<file path="config.mk">
export PLATFORM = sky130hd
export DESIGN_NAME = pwm_duty_frequency_meter_unit
export DESIGN_NICKNAME = d
export VERILOG_FILES = /design/src/rtl/core/pdfm_pkg.sv /design/src/rtl/core/pdfm_front.sv /design/src/rtl/core/pdfm_queue.sv /design/src/rtl/core/pdfm_divider.sv /design/src/rtl/core/pdfm_back.sv /design/src/rtl/core/pwm_duty_frequency_meter_unit.sv
export SDC_FILE = /design/constraint.sdc
export NUM_CORES = 2
export LEC_CHECK = 0
export BUFFER_PORTS_ARGS = -buffer_cell sky130_fd_sc_hd__buf_2
export CORE_AREA = 2 2 381 345
export CTS_CLUSTER_SIZE = 25
export DETAILED_ROUTE_END_ITERATION = 16
export DIE_AREA = 0 0 383 347
export SLEW_MARGIN = 20
export SYNTH_ARGS = -nofsm -noshare
export SYNTH_HDL_FRONTEND = slang
export SYNTH_HIERARCHICAL = 1
export SYNTH_SLANG_ARGS = --single-unit
</file>
<file path="constraint.sdc">
create_clock -name clk -period 9.1 [get_ports clk]
set_input_delay 0.455 -clock clk [delete_from_list [all_inputs] [get_ports clk]]
set_output_delay 0.455 -clock clk [all_outputs]
set_load 0.1 [all_outputs]
</file>
<file path="src/rtl/core/pdfm_pkg.sv">
// shared types and constants of the pwm duty and frequency meter
`default_nettype none

package pdfm_pkg;

    // configuration port
    localparam int CFG_IDX_W  = 3;
    localparam int CFG_DATA_W = 27;

    localparam logic [CFG_IDX_W-1:0] CFG_IDX_INVERT   = 3'd0;
    localparam logic [CFG_IDX_W-1:0] CFG_IDX_TIMEOUT  = 3'd1;
    localparam logic [CFG_IDX_W-1:0] CFG_IDX_REF_CLK  = 3'd2;
    localparam logic [CFG_IDX_W-1:0] CFG_IDX_HI_COST  = 3'd3;
    localparam logic [CFG_IDX_W-1:0] CFG_IDX_LO_COST  = 3'd4;
    localparam logic [CFG_IDX_W-1:0] CFG_IDX_OVERHEAD = 3'd5;

    // field widths
    localparam int TIMEOUT_W = 16;
    localparam int HIGH_W    = 16;
    localparam int COST_W    = 8;
    localparam int DUTY_W    = 7;
    localparam int FREQ_W    = 27;
    localparam int PERIOD_W  = 20;

    // divider numerator width (reference clock is the widest dividend)
    localparam int DIV_NUM_W = 27;

    // report queue depth between counter front and arithmetic back
    localparam int QUEUE_DEPTH = 4;

    // reset values of the configuration registers
    localparam logic                 RST_INVERT   = 1'b1;
    localparam logic [TIMEOUT_W-1:0] RST_TIMEOUT  = 16'd10000;
    localparam logic [FREQ_W-1:0]    RST_REF_CLK  = 27'd24000000;
    localparam logic [COST_W-1:0]    RST_HI_COST  = 8'd52;
    localparam logic [COST_W-1:0]    RST_LO_COST  = 8'd51;
    localparam logic [COST_W-1:0]    RST_OVERHEAD = 8'd2;

    // arithmetic constants
    localparam logic [DUTY_W-1:0]   PCT_SCALE = 7'd100;
    localparam logic [PERIOD_W-1:0] US_PER_S  = 20'd1000000;
    localparam logic [HIGH_W-1:0]   HIGH_MAX  = 16'hFFFF;

    typedef struct packed {
        logic                 invert_input;
        logic [TIMEOUT_W-1:0] timeout_samples;
        logic [FREQ_W-1:0]    reference_clock_hz;
        logic [COST_W-1:0]    high_sample_cost;
        logic [COST_W-1:0]    low_sample_cost;
        logic [COST_W-1:0]    cycle_overhead;
    } cfg_t;

endpackage

`default_nettype wire

</file>
<file path="src/rtl/core/pdfm_front.sv">
// sample counter and report classifier, one sample per cycle while accept is high
`default_nettype none

module pdfm_front
    import pdfm_pkg::*;
#(
    parameter int LOW_COUNT_WIDTH = 24
)
(
    input  wire logic                       clk,
    input  wire logic                       rst_n,
    input  wire logic                       accept,
    input  wire logic                       level,
    input  wire cfg_t                       cfg,
    output logic                            report_valid,
    output logic [HIGH_W-1:0]               report_high,
    output logic [LOW_COUNT_WIDTH-1:0]      report_low
);

    localparam logic [LOW_COUNT_WIDTH-1:0] LOW_MAX = {LOW_COUNT_WIDTH{1'b1}};

    logic [HIGH_W-1:0]          high_count_reg, high_count_next;
    logic [LOW_COUNT_WIDTH-1:0] low_count_reg, low_count_next;
    logic                       armed_reg, armed_next;
    logic [TIMEOUT_W-1:0]       idle_count_reg, idle_count_next;
    logic                       sample_high;
    logic                       report;

    always_comb
    begin
        high_count_next = high_count_reg;
        low_count_next  = low_count_reg;
        armed_next      = armed_reg;
        idle_count_next = idle_count_reg;
        report          = 1'b0;
        sample_high     = level ^ cfg.invert_input;

        // timeout: report current counts and start over
        if (idle_count_reg == cfg.timeout_samples)
        begin
            report          = 1'b1;
            high_count_next = '0;
            low_count_next  = '0;
            armed_next      = 1'b0;
            idle_count_next = '0;
        end

        if (sample_high)
        begin
            if (low_count_next == '0)
            begin
                if (high_count_next == '0)
                begin
                    armed_next      = 1'b1;
                    idle_count_next = '0;
                end
                if (high_count_next != HIGH_MAX)
                begin
                    high_count_next = high_count_next + 16'd1;
                end
                idle_count_next = idle_count_next + 16'd1;
            end
            else
            begin
                // rising edge after the low run closes the period
                report          = 1'b1;
                high_count_next = '0;
                low_count_next  = '0;
                armed_next      = 1'b0;
                idle_count_next = '0;
            end
        end
        else if (armed_next)
        begin
            if (low_count_next != LOW_MAX)
            begin
                low_count_next = low_count_next + LOW_COUNT_WIDTH'(1);
            end
        end
        else
        begin
            idle_count_next = idle_count_next + 16'd1;
        end
    end

    // either report source snapshots the counts held before this sample
    assign report_valid = accept & report;
    assign report_high  = high_count_reg;
    assign report_low   = low_count_reg;

    always_ff @(posedge clk or negedge rst_n)
    begin
        if (!rst_n)
        begin
            high_count_reg <= '0;
            low_count_reg  <= '0;
            armed_reg      <= 1'b0;
            idle_count_reg <= '0;
        end
        else if (accept)
        begin
            high_count_reg <= high_count_next;
            low_count_reg  <= low_count_next;
            armed_reg      <= armed_next;
            idle_count_reg <= idle_count_next;
        end
    end

endmodule

`default_nettype wire

</file>
<file path="src/rtl/core/pdfm_queue.sv">
// small report queue between counter front and arithmetic back
`default_nettype none

module pdfm_queue
    import pdfm_pkg::*;
#(
    parameter int WIDTH = 40
)
(
    input  wire logic             clk,
    input  wire logic             rst_n,
    input  wire logic             push,
    input  wire logic [WIDTH-1:0] push_data,
    output logic                  full,
    input  wire logic             pop,
    output logic [WIDTH-1:0]      pop_data,
    output logic                  not_empty
);

    localparam int PTR_W = $clog2(QUEUE_DEPTH);
    localparam int CNT_W = PTR_W + 1;
    localparam logic [CNT_W-1:0] DEPTH_CNT = CNT_W'(QUEUE_DEPTH);

    logic [WIDTH-1:0] entry_reg [QUEUE_DEPTH];
    logic [PTR_W-1:0] wr_ptr_reg, rd_ptr_reg;
    logic [CNT_W-1:0] count_reg, count_next;
    logic             do_push, do_pop;

    assign full      = (count_reg == DEPTH_CNT);
    assign not_empty = (count_reg != '0);
    assign do_push   = push & ~full;
    assign do_pop    = pop & not_empty;
    assign pop_data  = entry_reg[rd_ptr_reg];

    always_comb
    begin
        count_next = count_reg;
        if (do_push && !do_pop)
        begin
            count_next = count_reg + CNT_W'(1);
        end
        else if (do_pop && !do_push)
        begin
            count_next = count_reg - CNT_W'(1);
        end
    end

    always_ff @(posedge clk)
    begin
        if (do_push)
        begin
            entry_reg[wr_ptr_reg] <= push_data;
        end
    end

    always_ff @(posedge clk or negedge rst_n)
    begin
        if (!rst_n)
        begin
            wr_ptr_reg <= '0;
            rd_ptr_reg <= '0;
            count_reg  <= '0;
        end
        else
        begin
            if (do_push)
            begin
                wr_ptr_reg <= wr_ptr_reg + PTR_W'(1);
            end
            if (do_pop)
            begin
                rd_ptr_reg <= rd_ptr_reg + PTR_W'(1);
            end
            count_reg <= count_next;
        end
    end

endmodule

`default_nettype wire

</file>
<file path="src/rtl/core/pdfm_divider.sv">
// restoring divider, one quotient bit per cycle
`default_nettype none

module pdfm_divider
    import pdfm_pkg::*;
#(
    parameter int DEN_W = 33
)
(
    input  wire logic                 clk,
    input  wire logic                 rst_n,
    input  wire logic                 start,
    input  wire logic [DIV_NUM_W-1:0] num,
    input  wire logic [DEN_W-1:0]     den,
    output logic                      done,
    output logic [DIV_NUM_W-1:0]      quotient
);

    localparam int CNT_W = $clog2(DIV_NUM_W);

    logic                 busy_reg;
    logic                 done_reg;
    logic [CNT_W-1:0]     count_reg;
    logic [DEN_W-1:0]     den_reg;
    logic [DEN_W-1:0]     rem_reg, rem_next;
    logic [DIV_NUM_W-1:0] quo_reg, quo_next;
    logic [DEN_W:0]       rem_shift;
    logic [DEN_W:0]       diff;

    // quo_reg shifts dividend bits out at the top and quotient bits in below
    always_comb
    begin
        rem_shift = {rem_reg, quo_reg[DIV_NUM_W-1]};
        diff      = rem_shift - {1'b0, den_reg};
        if (!diff[DEN_W])
        begin
            rem_next = diff[DEN_W-1:0];
            quo_next = {quo_reg[DIV_NUM_W-2:0], 1'b1};
        end
        else
        begin
            rem_next = rem_shift[DEN_W-1:0];
            quo_next = {quo_reg[DIV_NUM_W-2:0], 1'b0};
        end
    end

    always_ff @(posedge clk)
    begin
        if (start && !busy_reg)
        begin
            den_reg <= den;
            rem_reg <= '0;
            quo_reg <= num;
        end
        else if (busy_reg)
        begin
            rem_reg <= rem_next;
            quo_reg <= quo_next;
        end
    end

    always_ff @(posedge clk or negedge rst_n)
    begin
        if (!rst_n)
        begin
            busy_reg  <= 1'b0;
            done_reg  <= 1'b0;
            count_reg <= '0;
        end
        else
        begin
            done_reg <= 1'b0;
            if (start && !busy_reg)
            begin
                busy_reg  <= 1'b1;
                count_reg <= CNT_W'(DIV_NUM_W - 1);
            end
            else if (busy_reg)
            begin
                if (count_reg == '0)
                begin
                    busy_reg <= 1'b0;
                    done_reg <= 1'b1;
                end
                else
                begin
                    count_reg <= count_reg - CNT_W'(1);
                end
            end
        end
    end

    assign done     = done_reg;
    assign quotient = quo_reg;

endmodule

`default_nettype wire

</file>
<file path="src/rtl/core/pdfm_back.sv">
// report arithmetic: cost products, duty, frequency and period, output register
`default_nettype none

module pdfm_back
    import pdfm_pkg::*;
#(
    parameter int LOW_COUNT_WIDTH = 24
)
(
    input  wire logic                       clk,
    input  wire logic                       rst_n,
    input  wire cfg_t                       cfg,
    input  wire logic                       queue_valid,
    input  wire logic [HIGH_W-1:0]          queue_high,
    input  wire logic [LOW_COUNT_WIDTH-1:0] queue_low,
    output logic                            queue_pop,
    output logic                            out_valid,
    input  wire logic                       out_ready,
    output logic                            extreme,
    output logic [DUTY_W-1:0]               duty_percent,
    output logic [FREQ_W-1:0]               frequency_hz,
    output logic [PERIOD_W-1:0]             period_us,
    output logic [HIGH_W-1:0]               high_samples,
    output logic [LOW_COUNT_WIDTH-1:0]      low_samples
);

    localparam int PH_W    = HIGH_W + COST_W;
    localparam int PL_W    = LOW_COUNT_WIDTH + COST_W;
    localparam int SUM_W   = LOW_COUNT_WIDTH + 1;
    localparam int PCT_W   = HIGH_W + DUTY_W;
    localparam int COSTS_W = PL_W + 1;
    localparam int DEN_W   = (COSTS_W > DIV_NUM_W) ? COSTS_W : DIV_NUM_W;

    localparam logic [2:0] S_IDLE = 3'd0;
    localparam logic [2:0] S_MUL  = 3'd1;
    localparam logic [2:0] S_SUM  = 3'd2;
    localparam logic [2:0] S_DUTY = 3'd3;
    localparam logic [2:0] S_FREQ = 3'd4;
    localparam logic [2:0] S_PER  = 3'd5;
    localparam logic [2:0] S_DONE = 3'd6;

    logic [2:0]                 state_reg, state_next;
    logic [HIGH_W-1:0]          hi_reg;
    logic [LOW_COUNT_WIDTH-1:0] lo_reg;
    logic [PH_W-1:0]            prod_h_reg;
    logic [PL_W-1:0]            prod_l_reg;
    logic [PCT_W-1:0]           pct_num_reg;
    logic [SUM_W-1:0]           sum_reg;
    logic [DEN_W-1:0]           den_reg;
    logic                       extreme_reg;
    logic [DUTY_W-1:0]          duty_reg;
    logic [FREQ_W-1:0]          freq_reg;
    logic [PERIOD_W-1:0]        period_reg;

    logic                       out_valid_reg;
    logic                       out_extreme_reg;
    logic [DUTY_W-1:0]          out_duty_reg;
    logic [FREQ_W-1:0]          out_freq_reg;
    logic [PERIOD_W-1:0]        out_period_reg;
    logic [HIGH_W-1:0]          out_high_reg;
    logic [LOW_COUNT_WIDTH-1:0] out_low_reg;

    logic                       div_start;
    logic [DIV_NUM_W-1:0]       div_num;
    logic [DEN_W-1:0]           div_den;
    logic                       div_done;
    logic [DIV_NUM_W-1:0]       div_quo;
    logic                       out_load;

    pdfm_divider #(
        .DEN_W (DEN_W)
    ) u_div (
        .clk      (clk),
        .rst_n    (rst_n),
        .start    (div_start),
        .num      (div_num),
        .den      (div_den),
        .done     (div_done),
        .quotient (div_quo)
    );

    assign out_load = (state_reg == S_DONE) && (!out_valid_reg || out_ready);

    always_comb
    begin
        state_next = state_reg;
        queue_pop  = 1'b0;
        div_start  = 1'b0;
        div_num    = '0;
        div_den    = '0;
        case (state_reg)
            S_IDLE:
            begin
                if (queue_valid)
                begin
                    queue_pop  = 1'b1;
                    state_next = S_MUL;
                end
            end
            S_MUL:
            begin
                if (hi_reg == '0 || lo_reg == '0)
                begin
                    state_next = S_DONE;
                end
                else
                begin
                    state_next = S_SUM;
                end
            end
            S_SUM:
            begin
                div_start  = 1'b1;
                div_num    = DIV_NUM_W'(pct_num_reg);
                div_den    = DEN_W'(sum_reg);
                state_next = S_DUTY;
            end
            S_DUTY:
            begin
                if (div_done)
                begin
                    div_start  = 1'b1;
                    div_num    = cfg.reference_clock_hz;
                    // all-zero costs count as one cycle
                    div_den    = (den_reg == '0) ? DEN_W'(1) : den_reg;
                    state_next = S_FREQ;
                end
            end
            S_FREQ:
            begin
                if (div_done)
                begin
                    if (div_quo == '0)
                    begin
                        state_next = S_DONE;
                    end
                    else
                    begin
                        div_start  = 1'b1;
                        div_num    = DIV_NUM_W'(US_PER_S);
                        div_den    = DEN_W'(div_quo);
                        state_next = S_PER;
                    end
                end
            end
            S_PER:
            begin
                if (div_done)
                begin
                    state_next = S_DONE;
                end
            end
            S_DONE:
            begin
                if (out_load)
                begin
                    state_next = S_IDLE;
                end
            end
            default:
            begin
                state_next = S_IDLE;
            end
        endcase
    end

    always_ff @(posedge clk)
    begin
        case (state_reg)
            S_IDLE:
            begin
                hi_reg <= queue_high;
                lo_reg <= queue_low;
            end
            S_MUL:
            begin
                prod_h_reg  <= PH_W'(hi_reg) * PH_W'(cfg.high_sample_cost);
                prod_l_reg  <= PL_W'(lo_reg) * PL_W'(cfg.low_sample_cost);
                pct_num_reg <= PCT_W'(hi_reg) * PCT_W'(PCT_SCALE);
                sum_reg     <= SUM_W'(hi_reg) + SUM_W'(lo_reg);
                extreme_reg <= (hi_reg == '0) || (lo_reg == '0);
                duty_reg    <= (hi_reg == '0) ? '0 : PCT_SCALE;
                freq_reg    <= '0;
                period_reg  <= '0;
            end
            S_SUM:
            begin
                den_reg <= DEN_W'(prod_h_reg) + DEN_W'(prod_l_reg)
                           + DEN_W'(cfg.cycle_overhead);
            end
            S_DUTY:
            begin
                if (div_done)
                begin
                    duty_reg <= div_quo[DUTY_W-1:0];
                end
            end
            S_FREQ:
            begin
                if (div_done)
                begin
                    freq_reg   <= div_quo[FREQ_W-1:0];
                    // zero frequency saturates the period
                    period_reg <= US_PER_S;
                end
            end
            S_PER:
            begin
                if (div_done)
                begin
                    period_reg <= div_quo[PERIOD_W-1:0];
                end
            end
            default:
            begin
            end
        endcase

        if (out_load)
        begin
            out_extreme_reg <= extreme_reg;
            out_duty_reg    <= duty_reg;
            out_freq_reg    <= freq_reg;
            out_period_reg  <= period_reg;
            out_high_reg    <= hi_reg;
            out_low_reg     <= lo_reg;
        end
    end

    always_ff @(posedge clk or negedge rst_n)
    begin
        if (!rst_n)
        begin
            state_reg     <= S_IDLE;
            out_valid_reg <= 1'b0;
        end
        else
        begin
            state_reg <= state_next;
            if (out_load)
            begin
                out_valid_reg <= 1'b1;
            end
            else if (out_ready)
            begin
                out_valid_reg <= 1'b0;
            end
        end
    end

    assign out_valid    = out_valid_reg;
    assign extreme      = out_extreme_reg;
    assign duty_percent = out_duty_reg;
    assign frequency_hz = out_freq_reg;
    assign period_us    = out_period_reg;
    assign high_samples = out_high_reg;
    assign low_samples  = out_low_reg;

endmodule

`default_nettype wire

</file>
<file path="src/rtl/core/pwm_duty_frequency_meter_unit.sv">
// top level of the pwm duty cycle and frequency meter
`default_nettype none

// channel  direction  handshake              payload
// in       sink       in_valid / in_ready    level
// out      source     out_valid / out_ready  extreme, duty_percent, frequency_hz,
//                                            period_us, high_samples, low_samples
// cfg      sink       cfg_valid / cfg_ready  cfg_index, cfg_data
//
// samples are taken one per cycle while the report queue has room; the counter
// front waits on the arithmetic only while the report queue is full
// a measured report takes the back end through three passes of the shared
// 27-step restoring divider (duty, frequency, period) plus its control states;
// a zero frequency skips the period pass
// reports with a zero count skip the divider
// in_ready drops only while the four-entry report queue is full; a held output
// register adds its wait to the report in the back end
// reset clears counters, queue, sequencer and output valid; config registers
// return to their documented defaults; cfg_ready is always high

module pwm_duty_frequency_meter_unit
    import pdfm_pkg::*;
#(
    parameter int LOW_COUNT_WIDTH = 24
)
(
    input  wire logic                       clk,
    input  wire logic                       rst_n,

    input  wire logic                       in_valid,
    output logic                            in_ready,
    input  wire logic                       level,

    output logic                            out_valid,
    input  wire logic                       out_ready,
    output logic                            extreme,
    output logic [DUTY_W-1:0]               duty_percent,
    output logic [FREQ_W-1:0]               frequency_hz,
    output logic [PERIOD_W-1:0]             period_us,
    output logic [HIGH_W-1:0]               high_samples,
    output logic [LOW_COUNT_WIDTH-1:0]      low_samples,

    input  wire logic                       cfg_valid,
    output logic                            cfg_ready,
    input  wire logic [CFG_IDX_W-1:0]       cfg_index,
    input  wire logic [CFG_DATA_W-1:0]      cfg_data
);

    localparam int REPORT_W = HIGH_W + LOW_COUNT_WIDTH;

    cfg_t                       cfg_reg;
    logic                       in_transfer;
    logic                       queue_full;
    logic                       report_valid;
    logic [HIGH_W-1:0]          report_high;
    logic [LOW_COUNT_WIDTH-1:0] report_low;
    logic                       queue_not_empty;
    logic                       queue_pop;
    logic [REPORT_W-1:0]        queue_data;

    // configuration registers; unused indexes are ignored
    assign cfg_ready = 1'b1;

    always_ff @(posedge clk or negedge rst_n)
    begin
        if (!rst_n)
        begin
            cfg_reg.invert_input       <= RST_INVERT;
            cfg_reg.timeout_samples    <= RST_TIMEOUT;
            cfg_reg.reference_clock_hz <= RST_REF_CLK;
            cfg_reg.high_sample_cost   <= RST_HI_COST;
            cfg_reg.low_sample_cost    <= RST_LO_COST;
            cfg_reg.cycle_overhead     <= RST_OVERHEAD;
        end
        else if (cfg_valid && cfg_ready)
        begin
            case (cfg_index)
                CFG_IDX_INVERT:   cfg_reg.invert_input       <= cfg_data[0];
                CFG_IDX_TIMEOUT:  cfg_reg.timeout_samples    <= cfg_data[TIMEOUT_W-1:0];
                CFG_IDX_REF_CLK:  cfg_reg.reference_clock_hz <= cfg_data[FREQ_W-1:0];
                CFG_IDX_HI_COST:  cfg_reg.high_sample_cost   <= cfg_data[COST_W-1:0];
                CFG_IDX_LO_COST:  cfg_reg.low_sample_cost    <= cfg_data[COST_W-1:0];
                CFG_IDX_OVERHEAD: cfg_reg.cycle_overhead     <= cfg_data[COST_W-1:0];
                default:
                begin
                end
            endcase
        end
    end

    // any sample may close a report, so hold off input while the queue is full
    assign in_ready    = ~queue_full;
    assign in_transfer = in_valid & in_ready;

    // counter front: one sample per transfer, emits count snapshots
    pdfm_front #(
        .LOW_COUNT_WIDTH (LOW_COUNT_WIDTH)
    ) u_front (
        .clk          (clk),
        .rst_n        (rst_n),
        .accept       (in_transfer),
        .level        (level),
        .cfg          (cfg_reg),
        .report_valid (report_valid),
        .report_high  (report_high),
        .report_low   (report_low)
    );

    // snapshot queue decouples sampling from the slow arithmetic
    pdfm_queue #(
        .WIDTH (REPORT_W)
    ) u_queue (
        .clk       (clk),
        .rst_n     (rst_n),
        .push      (report_valid),
        .push_data ({report_high, report_low}),
        .full      (queue_full),
        .pop       (queue_pop),
        .pop_data  (queue_data),
        .not_empty (queue_not_empty)
    );

    // arithmetic back end with its own output register
    pdfm_back #(
        .LOW_COUNT_WIDTH (LOW_COUNT_WIDTH)
    ) u_back (
        .clk          (clk),
        .rst_n        (rst_n),
        .cfg          (cfg_reg),
        .queue_valid  (queue_not_empty),
        .queue_high   (queue_data[REPORT_W-1:LOW_COUNT_WIDTH]),
        .queue_low    (queue_data[LOW_COUNT_WIDTH-1:0]),
        .queue_pop    (queue_pop),
        .out_valid    (out_valid),
        .out_ready    (out_ready),
        .extreme      (extreme),
        .duty_percent (duty_percent),
        .frequency_hz (frequency_hz),
        .period_us    (period_us),
        .high_samples (high_samples),
        .low_samples  (low_samples)
    );

endmodule

`default_nettype wire

</file>
==> metrics <==
Leak=about 0.020 µW; status=completed; Fmax achieved=about 170 MHz; CP arrival=6240 ps; Register-to-Register Path Depth=18; worst hold stages=2; CP cell instances=nand2_1, fa_1, fa_1, inv_1, fa_1, inv_1, fa_1, inv_1, ha_1, nand3_1, a21o_1, and3b_1, nor4b_1, nor2_1, a311oi_2, a21o_1, o21ai_0, a211oi_1; FFs w/ async S/R, synth=0.1983; Detailed Route Iter0 Violations=between 2000 and 3000; initial antenna violation count=16; DR vias=roughly 30000; relative slew slack=0.2856; Worst VDD drop=0.0002686 V; Hold WC Path Type=input pin to flop; post-synthesis adder-cell area fraction=0.1789; clk sinks=approximately 720; Mapped Avg Cell Area=11.84 µm²; Max-cap violations=0; I/O pin total=about 130; worst slew pin tran=1072 ps; most frequent cells in the layout=edfxtp_1, inv_1, and2_1; Mapped Nets=4317; Worst EP required=9570 ps; Top FF cell, synth=edfxtp_1; max reg flops=160; gr ovfl total=0; layout cells sized above 1=0.1318; final hold vios=0; largest buffer count on any clock path=3; CTS H-tree lvls=3; global-route wire length before repair=178700 µm; I/O Buffers=132; Final nets=4423; hold worst-path end=cfg_reg[38]; XOR/XNOR share of the synthesized area=0.03300; Synth Area in Compound Gates=0.09404; multiplexer share of the synthesized area=0.05283; Synth-to-Final Area Change=11.32%; hpwl dp=82700 µm; vias in the first global route=29122; startpoint types=flop; Area after DPL=0.04716 mm²; clock skew after layout=34.03 ps; setup ws final=3338 ps; Setup violations, final=0; clock transition at the registers of the reported paths=70 ps; initial core utilization=0.3479; largest net degree at the start of global routing=80; post-synthesis sequential area ratio=0.4608; post-synthesis cell area=0.04478 mm²; Worst Hold Launch=cfg_data[14]; period utilization=0.6332; RSZ-0062 raised after global routing=false; Die ar.=0.1329 mm²; RR Endpoint=u_back/prod_l_reg[29]; Design Area, Final=0.04986 mm²; routability congestion estimate=0.8462; Antenna Nets Post-Route=0; critical path type=flop to flop; Overall Global Routing Usage=0.1746; Num CTS Buffers=75; pwr dens=about 270 mW/mm²; Slowest-stage cell, CP=dfrtp_1; Worst-Skew Late Latency=680 ps; crit path buf inv count=3; CP most frequent cell=fa_1; post-layout min period=5762 ps; Die Y-Extent=347 µm; largest family of logic cells by synthesized area=adder cells; core area=0.1287 mm²; DRC Markers=0; reg2reg setup slack=3340 ps; YS warnings=6; flops & latches, synth=~720; Hold WS=64.83 ps; wire per inst=20.40 µm; CTS tree=done; crit-path max FO=25; Place WS=3433 ps; Synth Area in Simple Gates=0.1248; post-CTS setup buffer count=0; Setup crit end kind=flop; vias per inst=a little over 5; commonest non-fill, non-tap cell in the layout=edfxtp_1; highest cell delay on the worst timing path=between 800 and 900 ps; die width=383 µm; Setup TNS=0 ps; Final Util=0.3873; count of cell types in the netlist=118; drt first pass iters=6; wirelength, routed=around 120000 µm; num rows=125; CTS Root Cell=clkbuf_16; max-slew violation count=0; number of flops mapped to enable cells by yosys=545; Mapped Cells=~3800; RR Startpoint=cfg_reg[15]; critical path's top delay family=adder cells
through the flow:
stage	power (µW)	cells
after floorplan	8587	3784
after global placement	9921	5519
after detailed placement	9988	5519
after CTS	13300	5666
after global routing	14190	5667
final	13220	5672
worst max-delay path by stage:
| stage | from | to | slack (ps) | depth (start not counted) |
|---|---|---|---|---|
| after detailed placement | cfg_reg[15] | u_back/prod_l_reg[29] | 3430 | 18 |
| after CTS | cfg_reg[15] | u_back/prod_l_reg[29] | 3400 | 18 |
| after floorplan | u_back/out_valid | u_back/duty_percent[0] | 930 | 2 |
| after global routing | cfg_reg[14] | u_back/prod_l_reg[29] | 2940 | 18 |
| final | cfg_reg[15] | u_back/prod_l_reg[29] | 3340 | 18 |
| after global placement | cfg_reg[15] | u_back/prod_l_reg[29] | 3490 | 18 |
metal layers:
metal	GRT usage	routed length, µm	share of wire
met2	0.2668	51300	0.44
met4	0.04564	2564	0.022
met1	0.2588	55080	0.48
met3	0.02458	6760	0.058
met5	0	8	0.000069
cells in the mapped netlist, types with 33 or more instances:
master | number | area share
nand3_1 | 64 | 0.0072
a21o_1 | 59 | 0.0099
dfxtp_1 | 33 | 0.015
nor2_1 | 112 | 0.0094
mux2_2 | 65 | 0.016
nand4_1 | 38 | 0.0053
fa_1 | 239 | 0.11
nor4_1 | 38 | 0.0053
mux4_2 | 38 | 0.019
dfrtp_1 | 119 | 0.066
a21oi_1 | 146 | 0.016
xor2_1 | 56 | 0.011
inv_1 | 456 | 0.038
a31oi_1 | 38 | 0.0053
clkbuf_1 | 95 | 0.0080
xnor2_1 | 109 | 0.021
nor3_1 | 59 | 0.0066
ha_1 | 258 | 0.072
nand2_1 | 257 | 0.022
edfxtp_1 | 545 | 0.37
and3_1 | 46 | 0.0064
and2_1 | 275 | 0.038
o21ai_0 | 82 | 0.0092
cell families after synthesis:
kind of cell,count (synthesis)
adders and majority gates,497
DFF,721
buffers and inverters,604
xor gates and xnor gates,167
and+or+nand+nor,1025
AOI/OAI and AO/OA,607
other,1
muxes,162
worst register-to-register path, stage by stage (launching register included):
cell,delay [ps]
dfrtp_1,880
nand2_1,180
fa_1,540
fa_1,540
inv_1,50
fa_1,550
inv_1,70
fa_1,540
inv_1,40
ha_1,350
nand3_1,90
a21o_1,170
and3b_1,210
nor4b_1,320
nor2_1,140
a311oi_2,350
a21o_1,210
o21ai_0,80
a211oi_1,260
report_power, final:
group          switching (µW)  internal (µW)  total (µW)
combinational            3290           2350        5630
sequential                265           4050        4310
clock                    1350           1930        3270
layout make-up:
type,instances,area (µm²)
Fill cell,12195,78860
Multi-Input combinational cell,2459,21720
Sequential cell,721,20640
Tap cell,1714,2145
Clock buffer,94,2009
Inverter,457,1715
Timing Repair Buffer,176,1017
Clock inverter,45,591.8
Antenna cell,6,15.01
timing repair:
action                                 in CTS  in global routing
hold buffers                                8                  0
resized for setup                           0                  0
endpoints found under the hold margin      73                  0
No activity file was read; power rests on OpenSTA's default activity.
